$ cat src/hdl/rmlc_pkg.sv
// Shared constants, types and state codes for the running median load-cell filter.
package rmlc_pkg;

  localparam int WINDOW     = 5;
  localparam int AGE_W      = (WINDOW > 1) ? $clog2(WINDOW) : 1;
  localparam int FILL_W     = $clog2(WINDOW + 1);
  localparam int CNT_W      = 24;
  localparam int WEIGHT_W   = 32;
  localparam int ZO_W       = 32;
  localparam int GAIN_W     = 40;
  localparam int GAIN_HALF  = GAIN_W / 2;
  localparam int DIFF_W     = 34;
  localparam int PROD_W     = DIFF_W + GAIN_HALF;
  localparam int ACC_W      = DIFF_W + GAIN_W;
  localparam int FRAC_DROP  = 24;
  localparam int CFG_IDX_W  = 1;
  localparam int CFG_DATA_W = GAIN_W;

  localparam logic [CFG_IDX_W-1:0] CFG_ZERO_OFFSET = 1'd0;
  localparam logic [CFG_IDX_W-1:0] CFG_GAIN        = 1'd1;

  typedef enum logic [2:0] {
    ST_IDLE,
    ST_DEL,
    ST_INS,
    ST_MED,
    ST_MUL_LO,
    ST_MUL_HI,
    ST_RND
  } state_t;

  typedef struct packed {
    logic signed [CNT_W-1:0] val;
    logic [AGE_W-1:0]        age;
  } cell_t;

  typedef struct packed {
    logic del;
    logic ins;
  } chain_ctl_t;

  typedef struct packed {
    logic load;
    logic mul_lo;
    logic mul_hi;
  } scale_ctl_t;

endpackage

$ cat src/hdl/rmlc_if.sv
// Handshake channels for sample beats in and weight beats out.
interface rmlc_in_if;
  logic                             valid;
  logic                             ready;
  logic signed [rmlc_pkg::CNT_W-1:0] raw_count;

  modport source (output valid, output raw_count, input ready);
  modport sink   (input valid, input raw_count, output ready);
endinterface

interface rmlc_out_if;
  logic                                valid;
  logic                                ready;
  logic signed [rmlc_pkg::WEIGHT_W-1:0] weight;

  modport source (output valid, output weight, input ready);
  modport sink   (input valid, input weight, output ready);
endinterface

$ cat src/hdl/rmlc_cell.sv
// One cell of the sorted window: holds a sample and its age, shifts with its neighbours.
module rmlc_cell (
  input  logic                          clk,
  input  rmlc_pkg::chain_ctl_t          ctl_i,
  input  logic                          valid_i,
  input  logic signed [rmlc_pkg::CNT_W-1:0] x_i,
  input  rmlc_pkg::cell_t               left_i,
  input  logic                          left_gt_i,
  input  rmlc_pkg::cell_t               right_i,
  input  logic                          seen_prev_i,
  output rmlc_pkg::cell_t               cell_o,
  output logic                          gt_o,
  output logic                          seen_o
);

  rmlc_pkg::cell_t cell_r;
  rmlc_pkg::cell_t cell_nxt;
  logic            match;

  // oldest sample in a full window carries the top age
  assign match  = ctl_i.del && valid_i &&
                  (cell_r.age == rmlc_pkg::AGE_W'(rmlc_pkg::WINDOW - 1));
  assign seen_o = seen_prev_i || match;
  assign gt_o   = valid_i && (cell_r.val > x_i);
  assign cell_o = cell_r;

  always_comb begin
    cell_nxt = cell_r;
    if (ctl_i.del) begin
      // close the gap left by the dropped sample
      if (seen_o) begin
        cell_nxt = right_i;
      end
    end else if (ctl_i.ins) begin
      if (left_gt_i) begin
        cell_nxt.val = left_i.val;
        cell_nxt.age = left_i.age + rmlc_pkg::AGE_W'(1);
      end else if (gt_o || !valid_i) begin
        cell_nxt.val = x_i;
        cell_nxt.age = '0;
      end else begin
        cell_nxt.age = cell_r.age + rmlc_pkg::AGE_W'(1);
      end
    end
  end

  always_ff @(posedge clk) begin
    cell_r <= cell_nxt;
  end

endmodule

$ cat src/hdl/rmlc_chain.sv
// Row of sorted cells with the fill count and the median tap.
module rmlc_chain (
  input  logic                              clk,
  input  logic                              rst_n,
  input  rmlc_pkg::chain_ctl_t              ctl_i,
  input  logic signed [rmlc_pkg::CNT_W-1:0] x_i,
  output logic signed [rmlc_pkg::CNT_W-1:0] median_o
);

  logic [rmlc_pkg::FILL_W-1:0] fill_r;
  logic [rmlc_pkg::FILL_W-1:0] fill_nxt;
  logic                        full;
  rmlc_pkg::chain_ctl_t        cell_ctl;
  rmlc_pkg::cell_t             cells [rmlc_pkg::WINDOW];
  logic                        gt    [rmlc_pkg::WINDOW];
  logic                        seen  [rmlc_pkg::WINDOW];
  logic [rmlc_pkg::AGE_W-1:0]  med_idx;

  assign full         = (fill_r == rmlc_pkg::FILL_W'(rmlc_pkg::WINDOW));
  assign cell_ctl.del = ctl_i.del && full;
  assign cell_ctl.ins = ctl_i.ins;

  for (genvar i = 0; i < rmlc_pkg::WINDOW; i++) begin : g_cell
    rmlc_pkg::cell_t left_c;
    rmlc_pkg::cell_t right_c;
    logic            left_gt;
    logic            seen_prev;
    logic            valid;

    assign valid = (rmlc_pkg::FILL_W'(i) < fill_r);

    if (i == 0) begin : g_first
      assign left_c    = cells[i];
      assign left_gt   = 1'b0;
      assign seen_prev = 1'b0;
    end else begin : g_inner
      assign left_c    = cells[i-1];
      assign left_gt   = gt[i-1];
      assign seen_prev = seen[i-1];
    end

    if (i == rmlc_pkg::WINDOW - 1) begin : g_last
      assign right_c = cells[i];
    end else begin : g_body
      assign right_c = cells[i+1];
    end

    rmlc_cell u_cell (
      .clk         (clk),
      .ctl_i       (cell_ctl),
      .valid_i     (valid),
      .x_i         (x_i),
      .left_i      (left_c),
      .left_gt_i   (left_gt),
      .right_i     (right_c),
      .seen_prev_i (seen_prev),
      .cell_o      (cells[i]),
      .gt_o        (gt[i]),
      .seen_o      (seen[i])
    );
  end

  always_comb begin
    fill_nxt = fill_r;
    if (cell_ctl.del) begin
      fill_nxt = fill_r - rmlc_pkg::FILL_W'(1);
    end else if (cell_ctl.ins) begin
      fill_nxt = fill_r + rmlc_pkg::FILL_W'(1);
    end
  end

  always_ff @(posedge clk) begin
    if (!rst_n) begin
      fill_r <= '0;
    end else begin
      fill_r <= fill_nxt;
    end
  end

  // upper median: element fill/2 of the sorted row
  assign med_idx  = rmlc_pkg::AGE_W'(fill_r >> 1);
  assign median_o = cells[med_idx].val;

endmodule

$ cat src/hdl/rmlc_scale.sv
// Tare subtract, gain multiply in two halves on one multiplier, round and saturate.
module rmlc_scale (
  input  logic                                 clk,
  input  rmlc_pkg::scale_ctl_t                 ctl_i,
  input  logic signed [rmlc_pkg::CNT_W-1:0]    median_i,
  input  logic signed [rmlc_pkg::ZO_W-1:0]     zero_offset_i,
  input  logic [rmlc_pkg::GAIN_W-1:0]          gain_i,
  output logic signed [rmlc_pkg::WEIGHT_W-1:0] weight_o
);

  localparam int Q_W = rmlc_pkg::ACC_W - rmlc_pkg::FRAC_DROP;
  localparam logic [rmlc_pkg::ACC_W-1:0] ROUND_BIAS =
    rmlc_pkg::ACC_W'(1) << (rmlc_pkg::FRAC_DROP - 1);

  logic [rmlc_pkg::DIFF_W-1:0]    diff;
  logic [rmlc_pkg::DIFF_W-1:0]    mag_r;
  logic                           neg_r;
  logic [rmlc_pkg::GAIN_HALF-1:0] gain_part;
  logic [rmlc_pkg::PROD_W-1:0]    prod;
  logic [rmlc_pkg::ACC_W-1:0]     acc_r;
  logic [rmlc_pkg::ACC_W-1:0]     acc_nxt;
  logic [rmlc_pkg::ACC_W-1:0]     rounded;
  logic [Q_W-1:0]                 q;

  // median widened to Q24.8 minus the tare, exact in DIFF_W bits
  assign diff = {{2{median_i[rmlc_pkg::CNT_W-1]}}, median_i, 8'b0}
              - {{2{zero_offset_i[rmlc_pkg::ZO_W-1]}}, zero_offset_i};

  always_ff @(posedge clk) begin
    if (ctl_i.load) begin
      neg_r <= diff[rmlc_pkg::DIFF_W-1];
      mag_r <= diff[rmlc_pkg::DIFF_W-1] ? (rmlc_pkg::DIFF_W'(0) - diff) : diff;
    end
  end

  assign gain_part = ctl_i.mul_hi ? gain_i[rmlc_pkg::GAIN_W-1:rmlc_pkg::GAIN_HALF]
                                  : gain_i[rmlc_pkg::GAIN_HALF-1:0];
  assign prod      = rmlc_pkg::PROD_W'(mag_r) * rmlc_pkg::PROD_W'(gain_part);

  always_comb begin
    acc_nxt = acc_r;
    if (ctl_i.mul_lo) begin
      acc_nxt = rmlc_pkg::ACC_W'(prod);
    end else if (ctl_i.mul_hi) begin
      acc_nxt = acc_r + {prod, {rmlc_pkg::GAIN_HALF{1'b0}}};
    end
  end

  always_ff @(posedge clk) begin
    acc_r <= acc_nxt;
  end

  // round to nearest on the magnitude, ties away from zero
  assign rounded = acc_r + ROUND_BIAS;
  assign q       = rounded[rmlc_pkg::ACC_W-1:rmlc_pkg::FRAC_DROP];

  always_comb begin
    if (neg_r) begin
      if (q[Q_W-1:rmlc_pkg::WEIGHT_W-1] != '0) begin
        weight_o = {1'b1, {(rmlc_pkg::WEIGHT_W-1){1'b0}}};
      end else begin
        weight_o = rmlc_pkg::WEIGHT_W'(0) - q[rmlc_pkg::WEIGHT_W-1:0];
      end
    end else begin
      if (q[Q_W-1:rmlc_pkg::WEIGHT_W-1] != '0) begin
        weight_o = {1'b0, {(rmlc_pkg::WEIGHT_W-1){1'b1}}};
      end else begin
        weight_o = q[rmlc_pkg::WEIGHT_W-1:0];
      end
    end
  end

endmodule

$ cat src/hdl/running_median_load_cell.sv
// Top level: running median of load-cell counts scaled to saturated Q16.16 kilograms.
//
//   channel   direction  handshake          payload
//   in_ch     in         valid/ready        raw_count  s24 counts
//   out_ch    out        valid/ready        weight     s32 Q16.16 kg
//   cfg_*     in         cfg_we, no ready   0 zero_offset s32 Q24.8, 1 gain u40 Q8.32
//
// An item goes from its input beat to its registered result in these steps, in order:
// take the beat, drop the oldest sample from the sorted cell row once it is full,
// insert the new one, take the median tap and tare, form the gain product in two
// halves on the shared multiplier and round. One item is in work at a time.
// A result waiting in the output register does not block the next input beat; the
// rounding step holds until the output register is free.
// Synchronous reset empties the window and loads zero_offset 0 and gain 1.0.
module running_median_load_cell (
  input  logic                                 clk,
  input  logic                                 rst_n,
  rmlc_in_if.sink                              in_ch,
  rmlc_out_if.source                           out_ch,
  input  logic                                 cfg_we,
  input  logic [rmlc_pkg::CFG_IDX_W-1:0]       cfg_index,
  input  logic [rmlc_pkg::CFG_DATA_W-1:0]      cfg_wdata
);

  rmlc_pkg::state_t                     state_r;
  rmlc_pkg::state_t                     state_nxt;
  rmlc_pkg::chain_ctl_t                 chain_ctl;
  rmlc_pkg::scale_ctl_t                 scale_ctl;
  logic                                 out_load;
  logic                                 out_valid_r;
  logic signed [rmlc_pkg::WEIGHT_W-1:0] weight_r;
  logic signed [rmlc_pkg::WEIGHT_W-1:0] weight;
  logic signed [rmlc_pkg::CNT_W-1:0]    x_r;
  logic signed [rmlc_pkg::CNT_W-1:0]    median;
  logic signed [rmlc_pkg::ZO_W-1:0]     zero_offset_r;
  logic [rmlc_pkg::GAIN_W-1:0]          gain_r;
  logic                                 in_beat;

  assign in_beat = in_ch.valid && in_ch.ready;

  always_ff @(posedge clk) begin
    if (!rst_n) begin
      zero_offset_r <= '0;
      gain_r        <= rmlc_pkg::GAIN_W'(64'h1_0000_0000);
    end else if (cfg_we) begin
      unique case (cfg_index)
        rmlc_pkg::CFG_ZERO_OFFSET: zero_offset_r <= cfg_wdata[rmlc_pkg::ZO_W-1:0];
        rmlc_pkg::CFG_GAIN:        gain_r        <= cfg_wdata[rmlc_pkg::GAIN_W-1:0];
        default: ;
      endcase
    end
  end

  always_ff @(posedge clk) begin
    if (in_beat) begin
      x_r <= in_ch.raw_count;
    end
  end

  always_comb begin
    state_nxt = state_r;
    unique case (state_r)
      rmlc_pkg::ST_IDLE:   if (in_beat) state_nxt = rmlc_pkg::ST_DEL;
      rmlc_pkg::ST_DEL:    state_nxt = rmlc_pkg::ST_INS;
      rmlc_pkg::ST_INS:    state_nxt = rmlc_pkg::ST_MED;
      rmlc_pkg::ST_MED:    state_nxt = rmlc_pkg::ST_MUL_LO;
      rmlc_pkg::ST_MUL_LO: state_nxt = rmlc_pkg::ST_MUL_HI;
      rmlc_pkg::ST_MUL_HI: state_nxt = rmlc_pkg::ST_RND;
      rmlc_pkg::ST_RND:    if (!out_valid_r || out_ch.ready) state_nxt = rmlc_pkg::ST_IDLE;
      default:             state_nxt = rmlc_pkg::ST_IDLE;
    endcase
  end

  always_comb begin
    in_ch.ready      = 1'b0;
    chain_ctl.del    = 1'b0;
    chain_ctl.ins    = 1'b0;
    scale_ctl.load   = 1'b0;
    scale_ctl.mul_lo = 1'b0;
    scale_ctl.mul_hi = 1'b0;
    out_load         = 1'b0;
    unique case (state_r)
      rmlc_pkg::ST_IDLE:   in_ch.ready      = 1'b1;
      rmlc_pkg::ST_DEL:    chain_ctl.del    = 1'b1;
      rmlc_pkg::ST_INS:    chain_ctl.ins    = 1'b1;
      rmlc_pkg::ST_MED:    scale_ctl.load   = 1'b1;
      rmlc_pkg::ST_MUL_LO: scale_ctl.mul_lo = 1'b1;
      rmlc_pkg::ST_MUL_HI: scale_ctl.mul_hi = 1'b1;
      rmlc_pkg::ST_RND:    out_load         = !out_valid_r || out_ch.ready;
      default: ;
    endcase
  end

  always_ff @(posedge clk) begin
    if (!rst_n) begin
      state_r <= rmlc_pkg::ST_IDLE;
    end else begin
      state_r <= state_nxt;
    end
  end

  rmlc_chain u_chain (
    .clk      (clk),
    .rst_n    (rst_n),
    .ctl_i    (chain_ctl),
    .x_i      (x_r),
    .median_o (median)
  );

  rmlc_scale u_scale (
    .clk           (clk),
    .ctl_i         (scale_ctl),
    .median_i      (median),
    .zero_offset_i (zero_offset_r),
    .gain_i        (gain_r),
    .weight_o      (weight)
  );

  // output beat register: load a new weight, or drop the old one once taken
  always_ff @(posedge clk) begin
    if (!rst_n) begin
      out_valid_r <= 1'b0;
    end else if (out_load) begin
      out_valid_r <= 1'b1;
    end else if (out_ch.ready) begin
      out_valid_r <= 1'b0;
    end
  end

  always_ff @(posedge clk) begin
    if (out_load) begin
      weight_r <= weight;
    end
  end

  assign out_ch.valid  = out_valid_r;
  assign out_ch.weight = weight_r;

endmodule
$ cat src/flat_wrapper.sv
// flat-port wrapper written by rule: the top's interface ports become plain ports
module running_median_load_cell_flat 
  (clk, rst_n, cfg_we, cfg_index, cfg_wdata, in_ch_valid, in_ch_raw_count, in_ch_ready, out_ch_valid, out_ch_weight, out_ch_ready);
  rmlc_in_if in_ch_i ();
  rmlc_out_if out_ch_i ();
  input  logic clk;
  input  logic rst_n;
  input  logic cfg_we;
  input  logic [rmlc_pkg::CFG_IDX_W-1:0] cfg_index;
  input  logic [rmlc_pkg::CFG_DATA_W-1:0] cfg_wdata;
  input wire logic [$bits(in_ch_i.valid)-1:0] in_ch_valid;
  input wire logic [$bits(in_ch_i.raw_count)-1:0] in_ch_raw_count;
  output wire logic [$bits(in_ch_i.ready)-1:0] in_ch_ready;
  output wire logic [$bits(out_ch_i.valid)-1:0] out_ch_valid;
  output wire logic [$bits(out_ch_i.weight)-1:0] out_ch_weight;
  input wire logic [$bits(out_ch_i.ready)-1:0] out_ch_ready;
  assign in_ch_i.valid = in_ch_valid;
  assign in_ch_i.raw_count = in_ch_raw_count;
  assign in_ch_ready = in_ch_i.ready;
  assign out_ch_valid = out_ch_i.valid;
  assign out_ch_weight = out_ch_i.weight;
  assign out_ch_i.ready = out_ch_ready;
  running_median_load_cell u_core (.clk(clk), .rst_n(rst_n), .in_ch(in_ch_i), .out_ch(out_ch_i), .cfg_we(cfg_we), .cfg_index(cfg_index), .cfg_wdata(cfg_wdata));
endmodule
$ cat config.mk
export PLATFORM = sky130hd
export DESIGN_NAME = running_median_load_cell_flat
export DESIGN_NICKNAME = d
export VERILOG_FILES = /design/src/hdl/rmlc_pkg.sv /design/src/hdl/rmlc_if.sv /design/src/hdl/rmlc_cell.sv /design/src/hdl/rmlc_chain.sv /design/src/hdl/rmlc_scale.sv /design/src/hdl/running_median_load_cell.sv /design/src/flat_wrapper.sv
export SDC_FILE = /design/constraint.sdc
export NUM_CORES = 2
export LEC_CHECK = 0
export BUFFER_PORTS_ARGS = -buffer_cell sky130_fd_sc_hd__buf_4
export CORE_MARGIN = 2
export CORE_UTILIZATION = 42
export DETAILED_ROUTE_END_ITERATION = 10
export SETUP_SLACK_MARGIN = 0.4
export SLEW_MARGIN = 20
export SYNTH_ARGS = -nofsm -noshare
export SYNTH_HDL_FRONTEND = slang
export SYNTH_HIERARCHICAL = 1
export SYNTH_SLANG_ARGS = --single-unit
export TNS_END_PERCENT = 1
$ cat constraint.sdc
create_clock -name clk -period 32.1 [get_ports clk]
set_clock_uncertainty 0.2 [all_clocks]
set_input_delay 3.21 -clock clk [delete_from_list [all_inputs] [get_ports clk]]
set_output_delay 3.21 -clock clk [all_outputs]
set_load 0.05 [all_outputs]
==> run metrics <==
outcome finished clean; DR WL met2 between 60000 and 70000 um; worst slew pin tran around 1100 ps; r2r endpoint u_core/u_scale/acc_r[71]$_SDFFE_PP0P_; Tcrit/Tclk final 36.9%; Clock Latency Late Sink 640 ps; DRC violations left 0; Hold Path Origin u_core/gain_r[0]$_SDFFE_PN0P_; initial core utilization 42.3%; top layer in use met4; final worst setup slack 20260 ps; GRT Residual Overflow 0; Slowest-stage cell, CP mux2_2; Final Setup Violations 0; Startpoint Class register; Post-CTS Setup Repair Bufs 0; total CTS buffers 47; start of the worst register-to-register path u_core/state_r[0]$_SDFFE_PN0P_; Reg clk slew, reported paths 60 ps; P&R area growth vs syn 7.18%; Port Buffers 103; CTS max path bufs 3; largest net degree at the start of global routing 125; peak supply drop about 0.000057 V; Post-CTS Hold Buffers 0; die height approximately 350 um; layout cells sized above 1 7.12%; dpl cells 6914; WS Path Type register to register; WL per Instance 19.4 um; Layout Nets 6469; largest fanout on the critical path 34; critical path capture point type register; yosys warns 6; post-DP HPWL 102000 um; Max stage delay on crit path between 700 and 800 ps; Fmax achieved 0.0845 GHz; IO Pins 104; number of max-cap violations 0; M1 WL 58000 um; RePlAce Congestion 0.910; PD cells 57.3 mW/mm2; cell mode on critical path fa_1; CTS root buf clkbuf_16; Iter 0 DRT Violations between 2000 and 3000; Pleak 23.2 nW; Final Non-Filler Cells 7002; # H-tree levels 2; CTS tree done; Die ar. 0.119 mm2; final count of pins violating max slew 0; commonest non-fill, non-tap cell in the layout nand2_1; slew margin rel. 29.8%; Worst Hold End u_core/gain_r[0]$_SDFFE_PN0P_; total track usage 22.7%; Vias/cell 5.46; post_cts resized 0; # rows 125; width of the die around 350 um; r2r setup slk 20260 ps; Hold Path Class register to register; Final min period 11840 ps; Synth Area per Inst a little under 9 um2; vias in the first global route 38100; crit path DAT 12160 ps; r2r worst-path depth 39; First-pass DRT Iterations 5; core area 0.116 mm2; initial antenna violation count 1; RSZ-0062 raised after global routing false; Fin. Hold Viols 0; first-pass GRT wire length 216000 um; Setup TNS 0 ps; hold path depth 2; dpl ws approximately 20000 ps; DRT antenna net count 0; CP required 32430 ps; area of the mapped netlist 0.0490 mm2; CTS sink cnt between 300 and 400; WL final 136000 um; DR vias between 30000 and 40000; commonest non-fill, non-tap cells in the layout nand2_1, inv_1, fa_1, ha_1, and2_1; routed wl met3 6070 um; Post-Syn Instances around 5500
[registers in the layout, summed over array words and instances (netlist names)]
name and cells:
u_core/x_r 24, u_core/state_r 3, u_core/u_scale/acc_r 54, u_core/out_ch.valid 1, u_core/u_chain/fill_r 3, u_core/out_ch.weight 32
u_core/u_scale/neg_r 1, u_core/zero_offset_r 32, u_core/u_chain/g_cell.u_cell/cell_o 135, u_core/u_scale/mag_r 34, u_core/gain_r 40
[how the worst max path moves through the flow]
stage                                         startpoint                                     to  cells past startpoint
final                     u_core/state_r[0]$_SDFFE_PN0P_  u_core/u_scale/acc_r[71]$_SDFFE_PP0P_                     39
after CTS                 u_core/state_r[0]$_SDFFE_PN0P_  u_core/u_scale/acc_r[71]$_SDFFE_PP0P_                     39
after global placement    u_core/state_r[0]$_SDFFE_PN0P_  u_core/u_scale/acc_r[71]$_SDFFE_PP0P_                     39
after floorplan           u_core/state_r[0]$_SDFFE_PN0P_  u_core/u_scale/acc_r[71]$_SDFFE_PP0P_                     42
after global routing      u_core/state_r[0]$_SDFFE_PN0P_  u_core/u_scale/acc_r[71]$_SDFFE_PP0P_                     39
after detailed placement  u_core/state_r[0]$_SDFFE_PN0P_  u_core/u_scale/acc_r[71]$_SDFFE_PP0P_                     39
[metal layers]
metal / vias to the layer above / GRT usage, %
met5: - / 0
met4: 0 / 9.37
met3: 252 / 2.37
met2: 1023 / 38.5
met1: 19000 / 29.6
li1: 17900 / -
[per-stage QoR]
| step | area [um2] | power (mW) | util [%] | hold WS [ps] |
|---|---|---|---|---|
| 6_report | 52500 | 3.01 | 45.3 | 255 |
| 5_1_grt | 52500 | 3.25 | 45.3 | 275 |
| 4_1_cts | 52500 | 3.01 | 45.3 | 256 |
| 3_5_place_dp | 50900 | 2.46 | 44.0 | 248 |
| 3_3_place_gp | 50900 | 2.47 | 44.0 | 243 |
| 2_1_floorplan | 49000 | 1.96 | - | 233 |
[power breakdown]
group	total, mW	switching [mW]	internal, mW	leakage [nW]
Sequential	0.650	0.0596	0.590	3.19
Combinational	1.83	1.14	0.684	19.2
Clock	0.531	0.226	0.305	0.757
Total	3.01	1.43	1.58	23.2
[area by class of cell]
class                           count  area, um2
Fill cell                       11200      63400
Clock inverter                     21        196
Timing Repair Buffer              166       1250
Multi-Input combinational cell   4027      34900
Sequential cell                   359       9790
Inverter                          838       3150
Antenna cell                        1       2.50
Clock buffer                       66       1350
Tap cell                         1524       1910
[critical path, delay by kind of cell, from the launching register on]
family                     cells  cell delay [ps]
adders and majority gates      9             4300
buffers and inverters          7              790
and+or+nand+nor                7             1310
xor gates and xnor gates       2              330
DFF                            1              510
AOI/OAI and AO/OA             13             3510
muxes                          1              720
Power figures use the tool's default switching activity.
